$ cat src/reorder_reassembly_tracker_macros.svh
// Assertion macros for the reorder reassembly tracker.
`ifndef REORDER_REASSEMBLY_TRACKER_MACROS_SVH
`define REORDER_REASSEMBLY_TRACKER_MACROS_SVH

`ifndef SYNTHESIS
// Check an implication in the same cycle.
`define RRT_ASSERT_IMP(lbl, ante, cons) \
  lbl: assert property (@(posedge clk) disable iff (!rst_n) (ante) |-> (cons)) \
    else $error("rrt assertion failed");
// Check an implication whose consequent is due in the cycle after the antecedent.
`define RRT_ASSERT_NEXT(lbl, ante, cons) \
  lbl: assert property (@(posedge clk) disable iff (!rst_n) (ante) |=> (cons)) \
    else $error("rrt assertion failed");
`else
`define RRT_ASSERT_IMP(lbl, ante, cons)
`define RRT_ASSERT_NEXT(lbl, ante, cons)
`endif

`endif

$ cat src/rrt_ram.sv
module rrt_ram #(
  parameter int WIDTH = 32,
  parameter int DEPTH = 128
) (
  input  logic                                   clk,
  input  logic                                   we,
  input  logic [((DEPTH > 1) ? $clog2(DEPTH) : 1)-1:0] waddr,
  input  logic [WIDTH-1:0]                       wdata,
  input  logic [((DEPTH > 1) ? $clog2(DEPTH) : 1)-1:0] raddr,
  output logic [WIDTH-1:0]                       rdata
);

  logic [WIDTH-1:0] mem [DEPTH];
  logic [WIDTH-1:0] rdata_r;

  always_ff @(posedge clk) begin
    if (we) begin
      mem[waddr] <= wdata;
    end
    rdata_r <= mem[raddr];
  end

  assign rdata = rdata_r;

endmodule

$ cat config.mk
export PLATFORM = sky130hd
export DESIGN_NAME = rrt_ram
export DESIGN_NICKNAME = d
export VERILOG_FILES = /design/src/reorder_reassembly_tracker_macros.svh /design/src/rrt_ram.sv
export SDC_FILE = /design/constraint.sdc
export NUM_CORES = 2
export LEC_CHECK = 0
export BUFFER_PORTS_ARGS = -buffer_cell sky130_fd_sc_hd__clkbuf_2
export CAP_MARGIN = 20
export CORE_UTILIZATION = 30
export CTS_BUF_LIST = sky130_fd_sc_hd__clkbuf_16
export CTS_CLUSTER_SIZE = 10
export DETAILED_ROUTE_END_ITERATION = 6
export PLACE_DENSITY_LB_ADDON = 0.08
export SLEW_MARGIN = 20
export SYNTH_ARGS = -nofsm -noshare
export SYNTH_HDL_FRONTEND = slang
export SYNTH_SLANG_ARGS = --single-unit
$ cat constraint.sdc
create_clock -name clk -period 11.5 [get_ports clk]
set_input_delay 2.3 -clock clk [delete_from_list [all_inputs] [get_ports clk]]
set_output_delay 2.3 -clock clk [all_outputs]
set_load 0.01 [all_outputs]
== Word level (Yosys, flattened, before mapping) ==
Memory sizes are Yosys's and may differ from the RTL's. A register that Yosys moved wholly into a read port is not among the register bits.
Cells that the tools add are included.
Cells by class
  muxes and demuxes: 2
Operators by type and width (count)
  two-way mux 1 bit: 2
Word-level totals
  register bits: 0
  logic and storage cells: 3
  output and inout port bits: 32
  bits of input ports: 48
  memories: 1
  RAM bits: 4096
Memories
  mem: words 128, width 32, rd ports 1, clocked after Yosys merged registers in 1, wr ports 1, line rrt_ram.sv:13  | logic [WIDTH-1:0] mem [DEPTH];

== Longest topological paths before layout ==
  depth after elaboration: 2
  mapped depth: 8
  depth with buffers taken out: 4

== Least setup slack after synthesis ==
No wires, ideal clock.
  kind: input to register
  start point: input we
  end point: memory mem[98][0] (enable)
  required time: 11.039 ns
  path slack: 5.961 ns
  arrival: 5.078 ns
  stages: 3
  path buffers: 1
  cells stage by stage: clkbuf_1 -> nand4_1 -> nor3_1
On the way
  word-level cells in the longest chain between the ends: 2
RTL lines
  start, declared: line rrt_ram.sv:6  | input logic we,
  two-way mux 1 bit: line rrt_ram.sv:17  | if (we) begin
  two-way mux 1 bit (implied by the code): line rrt_ram.sv:18  | mem[waddr] <= wdata;
  end, declared: line rrt_ram.sv:13
No other way between the ends.

==> flow_summary.yaml <==
pwr:
  p_int_uw: 24600
  p_leak_uw: 0.0547
  power_frac_seq_pct: 52.8
  power_frac_clock_pct: 41.8
  power_switching_uw: 7010
  p_per_area_nw_per_um2: 175
  finalPower_uw: 31600
  peakVddDrop_v: 0.000131
  swShare_pct: 22.1
  power_frac_comb_pct: 5.4
layout:
  stdcell_count: 13700
  nFillCells: 47600
  nNetsFinal: 6519
  regArea_um2: 124000
  final_cell_area_um2: 180000
  multiInputGateArea_um2: 32300
  layout-drive-gt1-share_pct: 34.9
  area_growth_pct: 15.5
yosys:
  yosys.area.top_type: "edfxtp_1"
  yosysWarnings: 0
  synth_compound_area_share_pct: 0
  synthAdderAreaFrac_pct: 0
  synth_mux_area_share_pct: 19.6
  syn_nets: 6038
  synthSimpleGateAreaFrac_pct: 0.446
  synth_top_family_by_area: "multiplexers"
  synth_area_leaders: "edfxtp_1, mux4_2, clkbuf_1"
  syn_area_per_cell_um2: 26.1
  synth.cell_area_um2: 156000
  synth_seq_cells: 4128
  synth_cells: 5990
  yosysUniqueCellTypes: 17
  seq_area_frac_synth_pct: 79.1
  synth_top_area_share_pct: 78.7
  synth_xor_area_share_pct: 0
clocking:
  numCtsBuffers: 470
  cts_tree: "yes"
  clk_pin_slew_ps: 60
  cts_resized: 0
  holdBufCountCts: 0
  post-cts-setup-buffers: 0
  clock_path_buffers: 4
  htree_num_levels: 5
  clkSinkCount: 4128
  clock_latency_ps: 1000
  root_buffer: "clkbuf_16"
setup_path:
  critPathLaunchType: "input port"
  worstSetupPathType: "in -> reg"
  cp_max_fo: 76
  end_kind: "flop"
  worst_ep_arrival_time_ps: 6460
  required_ps: 12370
status:
  status: "finished clean"
timing:
  fmax_mhz: 179
  slew_headroom_pct: 21.9
  clock_skew_ps: 31.3
  final_max_slew_viol_count: 0
  final-setup-viol-count: 0
  worstMarginPinSlew_ps: 1170
  finalSetupTns_ps: 0
  fin_ws_ps: 5910
  hold_viol: 0
  post-route-min-period_ps: 5590
  period_share_pct: 48.6
  rsz0062_at_grt: "false"
worst_hold_path:
  hp-class: "reg -> reg"
die:
  die_x_um: 724
  die_area_um2: 524000
  start_util_pct: 30.2
  ioPinCount: 80
  die_h_um: 724
  core_um2: 518000
  core.rowCount: 264
place:
  dp_hpwl_mm: 274
  dp_slack_ps: 4840
  placedCellCount: 12900
  numPortBuffers: 79
  postPlaceCellArea_um2: 167000
  globalplace.congestion: 0.753
drt:
  wl_per_cell_um: 36.9
  viasPerCell: 5.11
  drt-total-wl_mm: 505
  first_pass_iters: 7
  drt_iter0_markers: 7148
  antenna_left: 0
  vias: 69900
  drcViolationCount: 0
grt:
  grt_pass1_vias: 74000
  antenna_found_initial: 70
  overflow: 0
  track_usage_pct: 19.2
  grt_pass1_wl_mm: 678
  grt_max_degree: 118
flow_run:
  cap_violations: 0
## Yosys cell counts, drive strengths merged
master and number:
buf 134, clkbuf 182, dfxtp 32, edfxtp 4096
mux2 32, mux4 1344, nand2 14, nand2b 2
nand3 12, nand4 3, nor2 122, nor2b 7
nor3 9, or3 1
## final cells by class
cell class	instances	share of cell area, %
sequential	4128	68.5
clock inverter	233	0.610
timing repair buffer	325	1.46
multi-input combinational	1546	17.9
antenna	57	0.0790
tap	6916	4.79
clock buffer	480	6.66
## logic make-up after synthesis
| family | count (synthesis) |
|---|---|
| buffers and inverters | 316 |
| muxes | 1376 |
| and+or+nand+nor | 170 |
| DFF | 4128 |
## final timing paths
kind	from	to	slack (ps)	depth (start not counted)
min	mem[106][0]	rdata[0]	1130	4
min reg2reg	mem[106][0]	rdata[0]	1130	4
max	raddr[0]	rdata[21]	5910	7
max reg2reg	mem[93][25]	rdata[25]	8610	4
## state kept, by name, indices dropped and copies added, names as in the netlist
| register | flops |
|---|---|
| mem | 4096 |
| rdata | 32 |
## power groups by stage
stage                     clock network, uW  logic [uW]  registers [uW]
after floorplan                           0         802           17000
after global placement                    0        1760           17000
after detailed placement                  0        1770           17000
after CTS                             13600        1770           16700
after global routing                  14100        1800           16700
final                                 13200        1710           16700
## worst max-delay path: stages
cell,delay (ps)
buf_12,540
buf_4,390
buf_4,720
mux4_2,610
mux4_2,600
mux4_2,670
mux2_2,330
## cell usage in the layout (no fill, tap or decap), types with 4 or more instances in the layout
cell	instances
edfxtp_1	4096
mux4_2	1344
clkbuf_16	480
buf_4	259
inv_1	172
nor2_4	119
diode_2	57
clkbuf_2	41
clkinv_1	37
mux2_2	32
dfxtp_1	32
buf_12	18
nand2_1	11
nor3_2	9
clkinv_8	9
nor2b_1	7
nand3_1	7
inv_6	7
nand3_2	5
clkinv_2	4
## metrics by stage
stage / utilization (%) / hold WS [ps]
after global placement: 32.3 / 1120
after detailed placement: 32.3 / 1110
after global routing: 34.8 / 1160
after floorplan: - / 1070
after CTS: 34.8 / 1140
final: 34.8 / 1130
## metal layers
layer	vias up	global-route usage (%)	routed length (um)
li1	27400	-	-
met1	40100	26.3	218000
met2	1885	32.6	253000
met3	514	2.88	25800
met4	6	3.64	9020
met5	-	0	38
(Power assumes the default switching activity.)
