## src/reorder_reassembly_tracker_macros.svh

```systemverilog
// Assertion macros for the reorder reassembly tracker.
`ifndef REORDER_REASSEMBLY_TRACKER_MACROS_SVH
`define REORDER_REASSEMBLY_TRACKER_MACROS_SVH

`ifndef SYNTHESIS
// Check an implication in the same cycle.
`define RRT_ASSERT_IMP(lbl, ante, cons) \
  lbl: assert property (@(posedge clk) disable iff (!rst_n) (ante) |-> (cons)) \
    else $error("rrt assertion failed");
// Check an implication whose consequent is due in the cycle after the antecedent.
`define RRT_ASSERT_NEXT(lbl, ante, cons) \
  lbl: assert property (@(posedge clk) disable iff (!rst_n) (ante) |=> (cons)) \
    else $error("rrt assertion failed");
`else
`define RRT_ASSERT_IMP(lbl, ante, cons)
`define RRT_ASSERT_NEXT(lbl, ante, cons)
`endif

`endif

```

## src/rrt_pkg.sv

```systemverilog
package rrt_pkg;

  localparam int POS_W    = 13;
  localparam int PART_W   = 12;
  localparam int WIN_W    = 12;
  localparam int CFG_W    = 13;
  localparam int ROW_BITS = 32;
  localparam int OFF_W    = 5;
  localparam int RUN_W    = 6;

  localparam logic [1:0] MODE_BEGIN   = 2'd0;
  localparam logic [1:0] MODE_ARRIVE  = 2'd1;
  localparam logic [1:0] MODE_REQUEST = 2'd2;

  localparam logic CFG_TOTAL  = 1'b0;
  localparam logic CFG_WINDOW = 1'b1;

  localparam logic [WIN_W-1:0] WINDOW_RESET = 12'd150;

  typedef enum logic [1:0] {
    ST_IDLE,
    ST_PART_WR,
    ST_WALK_RD,
    ST_WALK_CHK
  } state_t;

  typedef struct packed {
    logic [POS_W-1:0] pos;
    logic             stop;
  } scan_res_t;

  function automatic logic [RUN_W-1:0] trailing_ones(input logic [ROW_BITS-1:0] x);
    logic [RUN_W-1:0] n;
    logic             hit;
    n   = RUN_W'(ROW_BITS);
    hit = 1'b0;
    for (int i = 0; i < ROW_BITS; i++) begin
      if (!hit && !x[i]) begin
        n   = RUN_W'(i);
        hit = 1'b1;
      end
    end
    return n;
  endfunction

endpackage

```

## src/rrt_scan.sv

```systemverilog
module rrt_scan (
  input  logic [rrt_pkg::ROW_BITS-1:0] row_data,
  input  logic [rrt_pkg::POS_W-1:0]    pos,
  input  logic [rrt_pkg::POS_W-1:0]    total,
  output rrt_pkg::scan_res_t           res
);

  logic [rrt_pkg::OFF_W-1:0]    off;
  logic [rrt_pkg::ROW_BITS-1:0] shifted;
  logic [rrt_pkg::RUN_W-1:0]    run;
  logic [rrt_pkg::POS_W-1:0]    np;
  logic                         end_row;

  always_comb begin
    off     = pos[rrt_pkg::OFF_W-1:0];
    shifted = row_data >> off;
    run     = rrt_pkg::trailing_ones(shifted);
    np      = pos + rrt_pkg::POS_W'(run);
    end_row = (rrt_pkg::RUN_W'(off) + run) == rrt_pkg::RUN_W'(rrt_pkg::ROW_BITS);
    if (np >= total) begin
      res.pos  = total;
      res.stop = 1'b1;
    end else begin
      res.pos  = np;
      res.stop = !end_row;
    end
  end

endmodule

```

## config.mk

```make
export PLATFORM = sky130hd
export DESIGN_NAME = rrt_scan
export DESIGN_NICKNAME = d
export VERILOG_FILES = /design/src/reorder_reassembly_tracker_macros.svh /design/src/rrt_pkg.sv /design/src/rrt_scan.sv
export SDC_FILE = /design/constraint.sdc
export NUM_CORES = 1
export LEC_CHECK = 0
export ABC_AREA = 0
export BUFFER_PORTS_ARGS = -buffer_cell sky130_fd_sc_hd__buf_2
export CAP_MARGIN = 0
export CORE_UTILIZATION = 55
export DETAILED_ROUTE_END_ITERATION = 12
export PLACE_DENSITY = 0.8
export SLEW_MARGIN = 10
export SYNTH_ARGS = -nofsm -noshare
export SYNTH_HDL_FRONTEND = slang
export SYNTH_SLANG_ARGS = --single-unit
```

## constraint.sdc

```tcl
create_clock -name vclk -period 15
set_input_delay 2.25 -clock vclk [all_inputs]
set_output_delay 2.25 -clock vclk [all_outputs]
set_load 0.03 [all_outputs]
```

---- Word-level counts from Yosys, hierarchy flattened ----
Index checks and enable logic that the tools add are counted.
storage, ports and cells
  register bits after elaboration ......... 0
  latch bits .............................. 0
  memory bits (writable) .................. 0
  bits in read-only memories .............. 0
  input bits .............................. 58
  word-level logic and storage cells ...... 162
  memories ................................ 0
cells by class
  add/subtract/negate cells ............... 2
  multipliers ............................. 0
  divide/modulo/power cells ............... 0
  order comparisons ....................... 1
  equality and inequality tests ........... 1
  shifts and indexed selects .............. 1
  multiplexer cells ....................... 64
  bitwise gates (word level) .............. 0
  reductions and logical operators ........ 93
operators by type and width
  cell                number
  $mux 6              32
  $logic_not 1->1     62
  $shr 32x5->32       1
  $logic_and 1x1->1   31
  $mux 1              31
  $mux 14             1
  $add 13x6->13       1
  $ge 13x13->1        1
  $add 5x6->6         1
  $eq 6x6->1 const B  1

---- Logic depth before layout (Yosys ltp) ----
  depth after elaboration ................. 98
  mapped depth ............................ 33
  depth with buffers taken out ............ 28

---- Worst setup path before layout ----
Ideal clock, no wire load.
  path type ............................... input -> output
  start point ............................. input port pos[0] in the netlist's numbering
  end point ............................... output port res[11] in the netlist's numbering
  arrival time ............................ 8.381 ns
  path slack .............................. 4.369 ns
  cell stages on the path ................. 32
  buffers on the path ..................... 5
  cell sequence ........................... buf_6 buf_12 buf_12 buf_12 mux2i_1 o22a_1 nand2_1 a221oi_1 nor2b_1 o21bai_1 a211oi_1 o311ai_0 o211ai_1 ha_1 fa_1 a21o_1 a21oi_1 o21bai_1 a21oi_1 nor2b_1 nand2_1 xnor2_1 ha_1 nand4_1 nor2_1 o21ai_0 nand3_1 a21o_1 a21o_1 a31oi_1 clkdlybuf4s50_2 o21ai_0
RTL lines
  what             line           text
  start, declared  rrt_scan.sv:3  input logic [rrt_pkg::POS_W-1:0] pos,
  end, declared    rrt_scan.sv:5  output rrt_pkg::scan_res_t res

==> out/summary.log <==
qor: outcome.status completed
qor: sta.setup_total_negative_slack 0 ps
qor: place.port-buffer-count 72
qor: synth.share_of_the_yosys_chip_area_belonging_to_registers 0
qor: critical_path.critical_path.top_delay_family compound AO/OA/AOI/OAI gates
qor: synth.synthesis.nets 499
qor: global_route.initial_antenna_violation_count 0
qor: synth.number_of_distinct_library_cell_variants_in_the_gate_level_netlist_after_synthesis 79
qor: sta.max-slew-margin-rel 0.484
qor: critical_path.critPathSlowestCell sky130_fd_sc_hd__mux4_1
qor: run.drv_cap 0
qor: critical_path.path_buf_inv 4
qor: finish.num-clock-buffers 0
qor: power.combPwrFrac 1.000
qor: critical_path.critPathMaxFanout 51
qor: worst_hold_path.worst_hold_path_type in2out
qor: power.power.share.sequential 0
qor: finish.flops_and_latches 0
qor: finish.ant_cells 0
qor: finish.nNetsFinal 551
qor: die.die_x 80.7 µm
qor: global_route.grtUsageTotal 0.323
qor: die.core 0.00596 mm²
qor: clock_network.post_cts_buffers 0
qor: critical_path.worst_setup_path_start_kind input port
qor: synth.syn-mean-instance-area 8.09 µm²
qor: critical_path.endpoint_kind output pin
qor: place.gpl.final_weighted_congestion 0.986
qor: power.worst_ir_drop_vdd 34.8 µV
qor: die.dieHeight 80.7 µm
qor: power.cell_internal_pwr 0.0609 mW
qor: critical_path.worstPathArrival 9570 ps
qor: die.floorplan.initialDensity 0.572
qor: finish.final_layout_size_suffix_gt1_frac 0.276
qor: die.floorplan.io_pins 72
qor: synth.netlist_instances 421
qor: global_route.maximum_number_of_pins_on_one_net_before_global_route_repair 52
qor: route.ant_nets 0
qor: route.dr.first_iter.drc_count 410
qor: finish.flow.area_growth_from_synthesis 6.76%
qor: critical_path.crit_required 12750 ps
qor: global_route.grt_pass1_wl 16400 µm
qor: sta.layout_min_cycle_time 11820 ps
qor: route.post-route-drc-count 0
qor: clock_network.hold_buffers 0
qor: die.rows 28
qor: route.detailroute.via_count 3710
qor: power.powerDensity 42.6 mW/mm²
qor: critical_path.crit_end res[10]
qor: sta.final-max-slew-violation-count 0
qor: global_route.globalRoute.totalOverflow 0
qor: finish.postLayoutCellArea 0.00364 mm²
qor: synth.yosys.cell_count.top_type sky130_fd_sc_hd__nand2_1
qor: route.viasPerCell 6.79
qor: sta.tightestPinTransition 774 ps
qor: synth.yosysWarnings 0
qor: power.pwr-share-clk 0
qor: route.detailedRoute.firstPassIterationCount 5
qor: global_route.grt_pass1_vias 3245
qor: power.sw_frac_of_total 0.607
qor: place.dpl_cell_area 0.00364 mm²
qor: synth.netlist_area 0.00341 mm²
qor: die.dieArea 0.00651 mm²
qor: critical_path.critical_path_s_largest_stage_delay 780 ps
qor: route.wl_per_cell 19.1 µm
qor: route.totalWireLength 10400 µm
qor: sta.finalHoldViolCount 0
qor: power.leakage 1.56 nW
qor: finish.layout.filler_cells 526
qor: power.switchingPower 0.0942 mW
qor: synth.ys_top_cells_by_count sky130_fd_sc_hd__nand2_1, sky130_fd_sc_hd__nor2_1, sky130_fd_sc_hd__mux2i_1
qor: sta.rsz0062_at_grt false
qor: sta.finalCritPeriodShare 0.788
qor: synth.synth.largest_area_cell sky130_fd_sc_hd__mux4_2
qor: critical_path.criticalPathCategory in2out
qor: synth.synthTopCellsByArea sky130_fd_sc_hd__mux4_2, sky130_fd_sc_hd__mux2i_1, sky130_fd_sc_hd__ha_1
qor: finish.final-seq-area 0 µm²
qor: synth.synth_top_area_share 0.119
qor: sta.fmax 84.6 MHz
qor: clock_network.cts.repair.resized 0
qor: critical_path.setup.worst_path.start pos[0]
qor: critical_path.critical_path_stages 30
qor: place.dpl.hpwl 8310 µm
qor: finish.multi_input_comb_area 0.00307 mm²
qor: sta.setup_viol_count_final 0
==> metal layers <==
layer / routed length, µm / up-vias / GRT usage / part of all wire
li1: - / 1744 / - / -
met2: 4760 / 200 / 0.510 / 0.46
met3: 874 / 10 / 0.0295 / 0.084
met1: 4670 / 1756 / 0.477 / 0.45
met4: 127 / 0 / 0.0554 / 0.012
met5: 0 / - / 0 / 0
==> placed cells by master (no fill, tap or decap), types with 6 or more instances in the layout <==
cell and instances:
sky130_fd_sc_hd__nor2_1 32, sky130_fd_sc_hd__nor3b_1 6, sky130_fd_sc_hd__nor2b_1 7, sky130_fd_sc_hd__mux4_1 7
sky130_fd_sc_hd__mux4_2 18, sky130_fd_sc_hd__nand3_1 12, sky130_fd_sc_hd__nor3_1 13, sky130_fd_sc_hd__nand2_1 43
sky130_fd_sc_hd__o22ai_1 9, sky130_fd_sc_hd__mux2_2 15, sky130_fd_sc_hd__xnor2_1 10, sky130_fd_sc_hd__ha_1 19
sky130_fd_sc_hd__mux2i_1 28, sky130_fd_sc_hd__a211oi_1 6, sky130_fd_sc_hd__buf_2 72, sky130_fd_sc_hd__a21oi_1 23
sky130_fd_sc_hd__inv_1 23, sky130_fd_sc_hd__o21ai_0 27
==> logic make-up (layout without fill, tap and decap cells) <==
logic type	Yosys count	after routing	synth area share
xor+xnor	12	12	0.0309
compound gates	119	119	0.242
buf+inv	49	99	0.0988
mux	69	69	0.308
fa+ha+maj	20	20	0.0757
simple gates	152	152	0.244
==> power by group through the flow <==
| stage | Combinational [mW] | Sequential, mW | Clock, mW |
|---|---|---|---|
| after floorplan | 0.114 | 0 | 0 |
| after global placement | 0.150 | 0 | 0 |
| after detailed placement | 0.151 | 0 | 0 |
| after CTS | 0.152 | 0 | 0 |
| after global routing | 0.167 | 0 | 0 |
| final | 0.155 | 0 | 0 |
==> layout make-up <==
| cell class | instances | share of cell area |
|---|---|---|
| Tap cell | 75 | 0.0258 |
| Timing Repair Buffer | 75 | 0.105 |
| Inverter | 24 | 0.0248 |
| Multi-Input combinational cell | 372 | 0.844 |
==> metrics by stage <==
step | std cells | power, mW | hold WS [ps] | worst slack, ps | utilization
global placement | 546 | 0.150 | 4900 | 3330 | 0.611
finish | 546 | 0.155 | 4900 | 3180 | 0.611
detailed placement | 546 | 0.151 | 4900 | 3270 | 0.611
global route | 546 | 0.167 | 4920 | 2680 | 0.611
CTS | 546 | 0.152 | 4900 | 3250 | 0.611
floorplan | 421 | 0.114 | 4730 | 4370 | -
==> worst min path at each step <==
stage | start | end | slack [ps] | cells after the start
after detailed placement | total[11] | res[12] | 4900 | 3
final | total[11] | res[12] | 4900 | 3
after floorplan | total[9] | res[10] | 4730 | 1
after global routing | total[9] | res[10] | 4920 | 3
after CTS | total[11] | res[12] | 4900 | 3
after global placement | total[9] | res[10] | 4900 | 3
No activity file was read; power rests on OpenSTA's default activity.
